==> src/rtl/core/open_syncmer_detector_defines.svh <==
// Assertion macros shared by the open-syncmer detector RTL.
`ifndef OPEN_SYNCMER_DETECTOR_DEFINES_SVH
`define OPEN_SYNCMER_DETECTOR_DEFINES_SVH

`ifndef ASSERT_OFF

// Property must hold at every clock edge outside of reset.
`define OSD_ASSERT(label, prop) \
    label: assert property (@(posedge i_clk) disable iff (!i_rst_n) prop) \
        else $error("osd assertion failed");

// Condition must never be true outside of reset.
`define OSD_ASSERT_NEVER(label, cond) \
    label: assert property (@(posedge i_clk) disable iff (!i_rst_n) !(cond)) \
        else $error("osd forbidden condition seen");

`else

`define OSD_ASSERT(label, prop)
`define OSD_ASSERT_NEVER(label, cond)

`endif

`endif

==> src/rtl/core/osd_pkg.sv <==
// Shared types, constants and functions of the open-syncmer detector.
`timescale 1ns / 1ps
package osd_pkg;

    // Character and field widths
    localparam int CHAR_W   = 8;
    localparam int CODE_W   = 30;
    localparam int POS_W    = 32;
    localparam int OFFSET_W = 4;

    // Bit that folds ASCII letters to lower case
    localparam logic [CHAR_W-1:0] CASE_BIT = 8'h20;

    // Job queue geometry
    localparam int Q_DEPTH = 2;
    localparam int Q_PTR_W = 1;
    localparam int Q_CNT_W = 2;

    // 2-bit nucleotide codes
    localparam logic [1:0] NT_A = 2'd0;
    localparam logic [1:0] NT_C = 2'd1;
    localparam logic [1:0] NT_G = 2'd2;
    localparam logic [1:0] NT_T = 2'd3;

    // Queue status seen by both sides
    typedef struct packed {
        logic full;
        logic empty;
    } t_q_stat;

    // Map an ASCII character to its 2-bit code; anything but C, G, T codes as A
    function automatic logic [1:0] base_code(input logic [CHAR_W-1:0] c);
        logic [CHAR_W-1:0] l;
        logic [1:0]        v;
        l = c | CASE_BIT;
        case (l)
            8'h63:   v = NT_C;
            8'h67:   v = NT_G;
            8'h74:   v = NT_T;
            default: v = NT_A;
        endcase
        return v;
    endfunction

endpackage

==> src/rtl/core/osd_front.sv <==
// Front end: takes characters, keeps the k-mer window and emits full-window jobs.
`timescale 1ns / 1ps
module osd_front #(
    parameter int KMER_LEN = 15
) (
    input  logic                                   i_clk,
    input  logic                                   i_rst_n,
    input  logic                                   i_valid,
    output logic                                   o_ready,
    input  logic [osd_pkg::CHAR_W-1:0]             i_base,
    input  logic                                   i_sequence_start,
    input  osd_pkg::t_q_stat                       i_q_stat,
    output logic                                   o_push,
    output logic [KMER_LEN*osd_pkg::CHAR_W+osd_pkg::POS_W-1:0] o_job
);
    import osd_pkg::*;

    localparam int FILL_W = $clog2(KMER_LEN + 1);

    logic [CHAR_W-1:0] r_win [KMER_LEN];
    logic [CHAR_W-1:0] n_win [KMER_LEN];
    logic [FILL_W-1:0] r_fill, n_fill;
    logic [POS_W-1:0]  r_cnt, n_cnt;
    logic              w_accept;
    logic [POS_W-1:0]  w_pos;

    assign o_ready  = !i_q_stat.full;
    assign w_accept = i_valid && o_ready;

    // Shift in the new character, clearing first on a new sequence
    always_comb begin
        for (int i = 0; i < KMER_LEN - 1; i++) begin
            n_win[i] = i_sequence_start ? '0 : r_win[i+1];
        end
        n_win[KMER_LEN-1] = i_base;
        if (i_sequence_start) begin
            n_fill = FILL_W'(1);
        end else if (r_fill < FILL_W'(KMER_LEN)) begin
            n_fill = r_fill + FILL_W'(1);
        end else begin
            n_fill = r_fill;
        end
        n_cnt = (i_sequence_start ? '0 : r_cnt) + POS_W'(1);
    end

    assign w_pos = n_cnt - POS_W'(KMER_LEN);

    always_ff @(posedge i_clk) begin
        if (!i_rst_n) begin
            r_fill <= '0;
            r_cnt  <= '0;
        end else if (w_accept) begin
            r_fill <= n_fill;
            r_cnt  <= n_cnt;
        end
    end

    // Window bytes carry no reset; the fill count gates their use
    always_ff @(posedge i_clk) begin
        if (w_accept) begin
            for (int i = 0; i < KMER_LEN; i++) begin
                r_win[i] <= n_win[i];
            end
        end
    end

    // Hand a job to the queue once the window is full
    assign o_push = w_accept && (n_fill == FILL_W'(KMER_LEN));

    always_comb begin
        o_job = '0;
        for (int i = 0; i < KMER_LEN; i++) begin
            o_job[i*CHAR_W +: CHAR_W] = n_win[i];
        end
        o_job[KMER_LEN*CHAR_W +: POS_W] = w_pos;
    end

endmodule

==> src/rtl/core/osd_queue.sv <==
// Two-entry job queue between the front end and the s-mer scanner.
`timescale 1ns / 1ps
`include "open_syncmer_detector_defines.svh"
module osd_queue #(
    parameter int WIDTH = 152
) (
    input  logic             i_clk,
    input  logic             i_rst_n,
    input  logic             i_push,
    input  logic [WIDTH-1:0] i_wr_data,
    input  logic             i_pop,
    output logic [WIDTH-1:0] o_rd_data,
    output osd_pkg::t_q_stat o_stat
);
    import osd_pkg::*;

    logic [WIDTH-1:0]   r_mem [Q_DEPTH];
    logic [Q_PTR_W-1:0] r_wr_ptr, r_rd_ptr;
    logic [Q_CNT_W-1:0] r_count;

    assign o_stat.full  = (r_count == Q_CNT_W'(Q_DEPTH));
    assign o_stat.empty = (r_count == '0);
    assign o_rd_data    = r_mem[r_rd_ptr];

    // Advance pointers and occupancy
    always_ff @(posedge i_clk) begin
        if (!i_rst_n) begin
            r_wr_ptr <= '0;
            r_rd_ptr <= '0;
            r_count  <= '0;
        end else begin
            if (i_push) begin
                r_wr_ptr <= r_wr_ptr + Q_PTR_W'(1);
            end
            if (i_pop) begin
                r_rd_ptr <= r_rd_ptr + Q_PTR_W'(1);
            end
            case ({i_push, i_pop})
                2'b10:   r_count <= r_count + Q_CNT_W'(1);
                2'b01:   r_count <= r_count - Q_CNT_W'(1);
                default: r_count <= r_count;
            endcase
        end
    end

    // Store the pushed job
    always_ff @(posedge i_clk) begin
        if (i_push) begin
            r_mem[r_wr_ptr] <= i_wr_data;
        end
    end

    `OSD_ASSERT_NEVER(a_no_overflow, i_push && o_stat.full)
    `OSD_ASSERT_NEVER(a_no_underflow, i_pop && o_stat.empty)

endmodule

==> src/rtl/core/osd_back.sv <==
// Back end: scans the s-mers of one window and emits the k-mer on an offset match.
`timescale 1ns / 1ps
`include "open_syncmer_detector_defines.svh"
module osd_back #(
    parameter int KMER_LEN = 15,
    parameter int SMER_LEN = 4
) (
    input  logic                                   i_clk,
    input  logic                                   i_rst_n,
    input  osd_pkg::t_q_stat                       i_q_stat,
    input  logic [KMER_LEN*osd_pkg::CHAR_W+osd_pkg::POS_W-1:0] i_job,
    output logic                                   o_pop,
    input  logic [osd_pkg::OFFSET_W-1:0]           i_begin_offset,
    output logic                                   o_valid,
    input  logic                                   i_ready,
    output logic [osd_pkg::CODE_W-1:0]             o_kmer_code,
    output logic [osd_pkg::POS_W-1:0]              o_kmer_position
);
    import osd_pkg::*;

    localparam int KS     = KMER_LEN - SMER_LEN;
    localparam int OW     = $clog2(KMER_LEN);
    localparam int SW     = SMER_LEN * CHAR_W;
    localparam int FULL_W = 2 * KMER_LEN;

    typedef enum logic [1:0] {
        S_IDLE,
        S_SCAN,
        S_DECIDE,
        S_OUT
    } t_state;

    t_state              r_state;
    logic [CHAR_W-1:0]   r_scan [KMER_LEN];
    logic [SW-1:0]       r_min;
    logic [OW-1:0]       r_off, r_best;
    logic                r_out_valid;
    logic [CODE_W-1:0]   r_code;
    logic [POS_W-1:0]    r_pos;

    logic [CHAR_W-1:0]      w_win [KMER_LEN];
    logic [SW-1:0]          w_first;
    logic [SW-1:0]          w_cand;
    logic                   w_less;
    logic [FULL_W-1:0]      w_full_code;
    logic [FULL_W+CODE_W-1:0] w_code_ext;
    logic                   w_match;

    // Unpack the job and build the folded first s-mer and the packed code
    always_comb begin
        for (int i = 0; i < KMER_LEN; i++) begin
            w_win[i] = i_job[i*CHAR_W +: CHAR_W];
        end
        for (int i = 0; i < SMER_LEN; i++) begin
            w_first[(SMER_LEN-1-i)*CHAR_W +: CHAR_W] = w_win[i] | CASE_BIT;
        end
        for (int i = 0; i < KMER_LEN; i++) begin
            w_full_code[(KMER_LEN-1-i)*2 +: 2] = base_code(w_win[i]);
        end
    end

    assign w_code_ext = {{CODE_W{1'b0}}, w_full_code};

    // Candidate s-mer always sits at the head of the shifting scan window
    always_comb begin
        for (int i = 0; i < SMER_LEN; i++) begin
            w_cand[(SMER_LEN-1-i)*CHAR_W +: CHAR_W] = r_scan[i] | CASE_BIT;
        end
    end

    assign w_less  = (w_cand < r_min);
    assign w_match = ((OW+OFFSET_W)'(r_best) == (OW+OFFSET_W)'(i_begin_offset));
    assign o_pop   = (r_state == S_IDLE) && !i_q_stat.empty;

    // Sequencer: load, scan one offset per cycle, decide, present result
    always_ff @(posedge i_clk) begin
        if (!i_rst_n) begin
            r_state     <= S_IDLE;
            r_out_valid <= 1'b0;
        end else begin
            case (r_state)
                S_IDLE: begin
                    if (o_pop) begin
                        for (int i = 0; i < KMER_LEN - 1; i++) begin
                            r_scan[i] <= w_win[i+1];
                        end
                        r_scan[KMER_LEN-1] <= w_win[KMER_LEN-1];
                        r_min  <= w_first;
                        r_best <= '0;
                        r_off  <= OW'(1);
                        r_code <= w_code_ext[CODE_W-1:0];
                        r_pos  <= i_job[KMER_LEN*CHAR_W +: POS_W];
                        r_state <= (KS == 0) ? S_DECIDE : S_SCAN;
                    end
                end
                S_SCAN: begin
                    if (w_less) begin
                        r_min  <= w_cand;
                        r_best <= r_off;
                    end
                    for (int i = 0; i < KMER_LEN - 1; i++) begin
                        r_scan[i] <= r_scan[i+1];
                    end
                    if (r_off == OW'(KS)) begin
                        r_state <= S_DECIDE;
                    end else begin
                        r_off <= r_off + OW'(1);
                    end
                end
                S_DECIDE: begin
                    if (w_match) begin
                        r_out_valid <= 1'b1;
                        r_state     <= S_OUT;
                    end else begin
                        r_state <= S_IDLE;
                    end
                end
                S_OUT: begin
                    if (i_ready) begin
                        r_out_valid <= 1'b0;
                        r_state     <= S_IDLE;
                    end
                end
                default: begin
                    r_out_valid <= 1'b0;
                    r_state     <= S_IDLE;
                end
            endcase
        end
    end

    assign o_valid         = r_out_valid;
    assign o_kmer_code     = r_code;
    assign o_kmer_position = r_pos;

    `OSD_ASSERT(a_off_range, (r_state == S_SCAN) |-> (r_off != '0 && r_off <= OW'(KS)))
    `OSD_ASSERT(a_valid_in_out, r_out_valid |-> (r_state == S_OUT))

endmodule

==> src/rtl/core/open_syncmer_detector.sv <==
// Top level of the open-syncmer detector: front end, job queue, scanner.
// A result is valid once its window job is popped and loaded, scanned at each later s-mer
//   offset in turn and decided; the job may wait in the queue while the scanner is busy.
// The scanner takes a new window only when idle, after its decision and any emitted result,
//   held by m_axis_tready; input takes a character per cycle while the queue has room.
// Reset: synchronous, active low; empties the queue, clears counters, valid and begin_offset.
`timescale 1ns / 1ps
module open_syncmer_detector #(
    parameter int KMER_LEN = 15,
    parameter int SMER_LEN = 4
) (
    input  logic        i_clk,
    input  logic        i_rst_n,
    // Configuration: begin_offset
    input  logic        i_cfg_we,
    input  logic [3:0]  i_cfg_wdata,
    // Input stream
    input  logic        s_axis_tvalid,
    output logic        s_axis_tready,
    input  logic [7:0]  s_axis_tdata,   // [7:0] base
    input  logic        s_axis_tuser,   // [0] sequence_start
    // Result stream
    output logic        m_axis_tvalid,
    input  logic        m_axis_tready,
    output logic [63:0] m_axis_tdata    // [29:0] kmer_code, [61:30] kmer_position, zero above
);
    import osd_pkg::*;

    localparam int JOB_W = KMER_LEN * CHAR_W + POS_W;

    logic [OFFSET_W-1:0] r_begin_offset;
    t_q_stat             w_q_stat;
    logic                w_push, w_pop;
    logic [JOB_W-1:0]    w_job_in, w_job_out;
    logic [CODE_W-1:0]   w_code;
    logic [POS_W-1:0]    w_pos;

    // Hold the configured offset
    always_ff @(posedge i_clk) begin
        if (!i_rst_n) begin
            r_begin_offset <= '0;
        end else if (i_cfg_we) begin
            r_begin_offset <= i_cfg_wdata;
        end
    end

    osd_front #(
        .KMER_LEN (KMER_LEN)
    ) u_front (
        .i_clk            (i_clk),
        .i_rst_n          (i_rst_n),
        .i_valid          (s_axis_tvalid),
        .o_ready          (s_axis_tready),
        .i_base           (s_axis_tdata),
        .i_sequence_start (s_axis_tuser),
        .i_q_stat         (w_q_stat),
        .o_push           (w_push),
        .o_job            (w_job_in)
    );

    osd_queue #(
        .WIDTH (JOB_W)
    ) u_queue (
        .i_clk     (i_clk),
        .i_rst_n   (i_rst_n),
        .i_push    (w_push),
        .i_wr_data (w_job_in),
        .i_pop     (w_pop),
        .o_rd_data (w_job_out),
        .o_stat    (w_q_stat)
    );

    osd_back #(
        .KMER_LEN (KMER_LEN),
        .SMER_LEN (SMER_LEN)
    ) u_back (
        .i_clk           (i_clk),
        .i_rst_n         (i_rst_n),
        .i_q_stat        (w_q_stat),
        .i_job           (w_job_out),
        .o_pop           (w_pop),
        .i_begin_offset  (r_begin_offset),
        .o_valid         (m_axis_tvalid),
        .i_ready         (m_axis_tready),
        .o_kmer_code     (w_code),
        .o_kmer_position (w_pos)
    );

    assign m_axis_tdata = {2'b00, w_pos, w_code};

endmodule

==> config.mk <==
export PLATFORM = sky130hd
export DESIGN_NAME = open_syncmer_detector
export DESIGN_NICKNAME = d
export VERILOG_FILES = /design/src/rtl/core/osd_pkg.sv /design/src/rtl/core/osd_front.sv /design/src/rtl/core/osd_queue.sv /design/src/rtl/core/osd_back.sv /design/src/rtl/core/open_syncmer_detector.sv
export VERILOG_INCLUDE_DIRS = /design/src /design/src/rtl/core
export SDC_FILE = /design/constraint.sdc
export NUM_CORES = 1
export LEC_CHECK = 0
export BUFFER_PORTS_ARGS = -buffer_cell sky130_fd_sc_hd__buf_2
export CAP_MARGIN = 0
export CELL_PAD_IN_SITES_DETAIL_PLACEMENT = 1
export CELL_PAD_IN_SITES_GLOBAL_PLACEMENT = 1
export CORE_MARGIN = 10
export CORE_UTILIZATION = 52
export DETAILED_ROUTE_END_ITERATION = 7
export PLACE_DENSITY_LB_ADDON = 0.1
export SYNTH_ARGS = -nofsm -noshare
export SYNTH_HDL_FRONTEND = slang
export SYNTH_SLANG_ARGS = --single-unit
==> constraint.sdc <==
create_clock -name i_clk -period 13.17 [get_ports i_clk]
set_input_delay 2.634 -clock i_clk [delete_from_list [all_inputs] [get_ports i_clk]]
set_output_delay 2.634 -clock i_clk [all_outputs]
set_load 0.005 [all_outputs]
==> results.ini <==
[floorplanning]
num_rows=81
core_mm2=0.04915
die_h_um=243.6
ios=84
die_w_um=243.6
start_util_pct=52.91
dieArea_mm2=0.05936

[yosys]
yosysWarnings=0
synth_cells=1903
synth_top_area_share_pct=66.39
synthFlopType=edfxtp_1
synth_cell_types=69
synth.cells.most_frequent=edfxtp_1 (575), nor2_1 (172), nand2_1 (142)
synth_edf_count=575
synth_most_common_cell=edfxtp_1
ys_ff_latch=623
syn_avg_cell_area_um2=13.67
ys_seq_area_share_pct=70.08
synthTopCellsByArea=edfxtp_1 (66%), mux2i_1 (3.8%), dfxtp_1 (3.7%), nor2b_1 (3.1%), a21oi_1 (2.5%)
netlist_area_mm2=0.02601
synth_top_area_cell=edfxtp_1
ys_async_sr_fraction_pct=0

[setup_path]
r2r_start=u_front.r_cnt[0]
startpoint_type=input pin
critPathBufInv=2
worstRegToRegCells=10
r2r_setup_slack_ns=9.02
cp.required_ns=13.55
max_stage_delay_ns=0.66
slowest_stage=buf_4
crit_cells=12
worstPathMaxFanout=52
path_class=in2reg
crit_arrival_ns=7.10
crit_family=simple AND/OR/NAND/NOR gates
crit_path_cell_trace=buf_4 -> buf_4 -> nor2b_1 -> ha_1 -> and3_1 -> nor4_2 -> nor4_1 -> nor4_1 -> nand3b_1 -> nor2_1 -> nand3_1 -> xnor2_1
endpoint=u_queue.r_mem[1][140]
startpoint=s_axis_tuser
endpoint_kind=flop
reg2reg_to=u_queue.r_mem[0][148]

[clock_tree]
cts_buffer_depth=3
clock-sinks=623
cts_repair_resize_count=0
insertion_delay_ns=0.58
cts_tree=built
post-cts-setup-buffers=0
htree_num_levels=3
hold_buffers=0
root_buffer=clkbuf_16
cts-buffers-inserted=67
clk_pin_slew_ns=0.06

[grt]
antenna_found_initial=0
grt_max_degree=98
grt_pass1_vias=16370
grt_util_all_layers_pct=18.43
overflow=0
grt_pass1_wl_mm=87.87

[sta]
finalClockSkew_ns=0.02095
finalSetupViolCount=0
fmax_ghz=0.1487
worstMarginPinSlew_ns=1.193
final_hold_viol_count=0
fin_tns_setup_ns=0
post-route-period-util_pct=51.06
hold_ws_ns=0.4773
slew_headroom_pct=20.27
maxSlewViolCount=0
final.min_clock_period_ns=6.725
rsz0062_at_grt=false

[placement]
port_buffers=80
gp_congestion=0.7834
placed_cells=2568
dpl.hpwl_mm=32.72

[route]
viasPerCell=5.594
avgRoutedWirePerCell_um=20.52
drc=0
ant_nets=0
drtPass1Iterations=4
vias=15014
drt-total-wl_mm=55.07
drt_iter0_drc=878

[job]
maxCapViolCount=0

[finish]
drive_gt1_share_pct=12.52
fin_nets=2023
finalNonFillerCells=2684
num-fill-cells=4711
fin_util_pct=59.12
syn2layout_area_growth_pct=11.72
antennaDiodeCount=0

[run_status]
status=finished, final reports clean

[hold_path]
min-delay-start=u_front.r_cnt[1]
hold_class=reg2reg

[pwr]
power_density_mw_per_mm2=137.5
peakVddDrop_mv=0.1253
leakagePower_nw=9.859
power.total_mw=3.995

registers in the layout, indices dropped and copies added (netlist names), named ones only:
| name | flops |
|---|---|
| r_begin_offset | 4 |
| u_back.o_kmer_code | 30 |
| u_back.o_kmer_position | 32 |
| u_back.o_valid | 1 |
| u_back.r_best | 4 |
| u_back.r_min | 28 |
| u_back.r_off | 4 |
| u_back.r_scan | 105 |
| u_back.r_state | 2 |
| u_front.r_cnt | 32 |
| u_front.r_fill | 4 |
| u_front.r_win | 98 |
| u_queue.r_count | 2 |
| u_queue.r_mem | 274 |
| u_queue.r_rd_ptr | 1 |
| u_queue.r_wr_ptr | 1 |
how the worst min path moves through the flow:
| stage | to | slack [ns] | cells past startpoint |
|---|---|---|---|
| final | u_front.r_cnt[1] | 0.48 | 2 |
| after global placement | u_back.o_valid | 0.46 | 2 |
| after global routing | u_front.r_cnt[1] | 0.51 | 2 |
| after CTS | u_front.r_cnt[1] | 0.48 | 2 |
| after detailed placement | u_front.r_cnt[1] | 0.47 | 2 |
| after floorplan | u_front.r_cnt[1] | 0.45 | 2 |
power by group:
group / total [mW] / switching, mW / internal [mW] / leakage [nW]
Sequential: 2.18 / 0.00623 / 2.17 / 5.73
Clock: 1.75 / 0.729 / 1.02 / 0.993
Combinational: 0.0664 / 0.0459 / 0.0205 / 3.14
Total: 4.00 / 0.781 / 3.21 / 9.86
metal layers:
layer	GRT usage (%)	vias up	share of wire (%)
met1	22.11	7604	42
met4	6.192	0	2.2
met5	0	-	0
li1	-	7121	-
met2	33.05	202	52
met3	3.063	87	3.5
layout make-up:
type / count / area [um^2] / share of cell area (%)
clock buffers: 89 / 1852 / 6.373
clock inverters: 27 / 185.2 / 0.6373
inverters: 48 / 182.7 / 0.6287
multi-input cells: 1138 / 7261 / 24.99
flip-flops and latches: 623 / 18230 / 62.74
well taps: 664 / 830.8 / 2.859
repair buffers: 95 / 515.5 / 1.774
per-stage QoR:
step	instance area, um^2	setup slack [ns]
6_report	29060	6.445
3_5_place_dp	27020	5.843
3_3_place_gp	27020	5.905
4_1_cts	29060	6.417
2_1_floorplan	26010	3.034
5_1_grt	29060	5.864
tightest hold or removal path, cell delays in order, from the launching register on:
cell and delay [ns]:
dfxtp_1 0.31, nand2_1 0.05, a21boi_0 0.06
placed cells by master, fill, tap and decap left out, types with 37 or more instances in the layout:
master / instances
edfxtp_1: 575
inv_1: 45
nor2b_1: 130
o21ai_0: 57
mux2_2: 42
nor3_1: 37
dfxtp_1: 47
mux2i_1: 98
buf_2: 79
nand2_1: 139
clkbuf_16: 69
a21oi_1: 130
nor2_1: 170
logic make-up (layout without fill, tap and decap cells):
logic type | count (synthesis) | count (layout) | share of synthesized area, %
AOI/OAI and AO/OA | 290 | 290 | 6.538
xor gates and xnor gates | 53 | 53 | 1.842
adders and majority gates | 32 | 32 | 1.539
buffers and inverters | 143 | 259 | 2.194
DFF | 623 | 623 | 70.08
muxes | 140 | 140 | 5.590
other | 1 | 2 | 0.01442
and+or+nand+nor | 621 | 621 | 12.20
No activity file was read; power rests on OpenSTA's default activity.
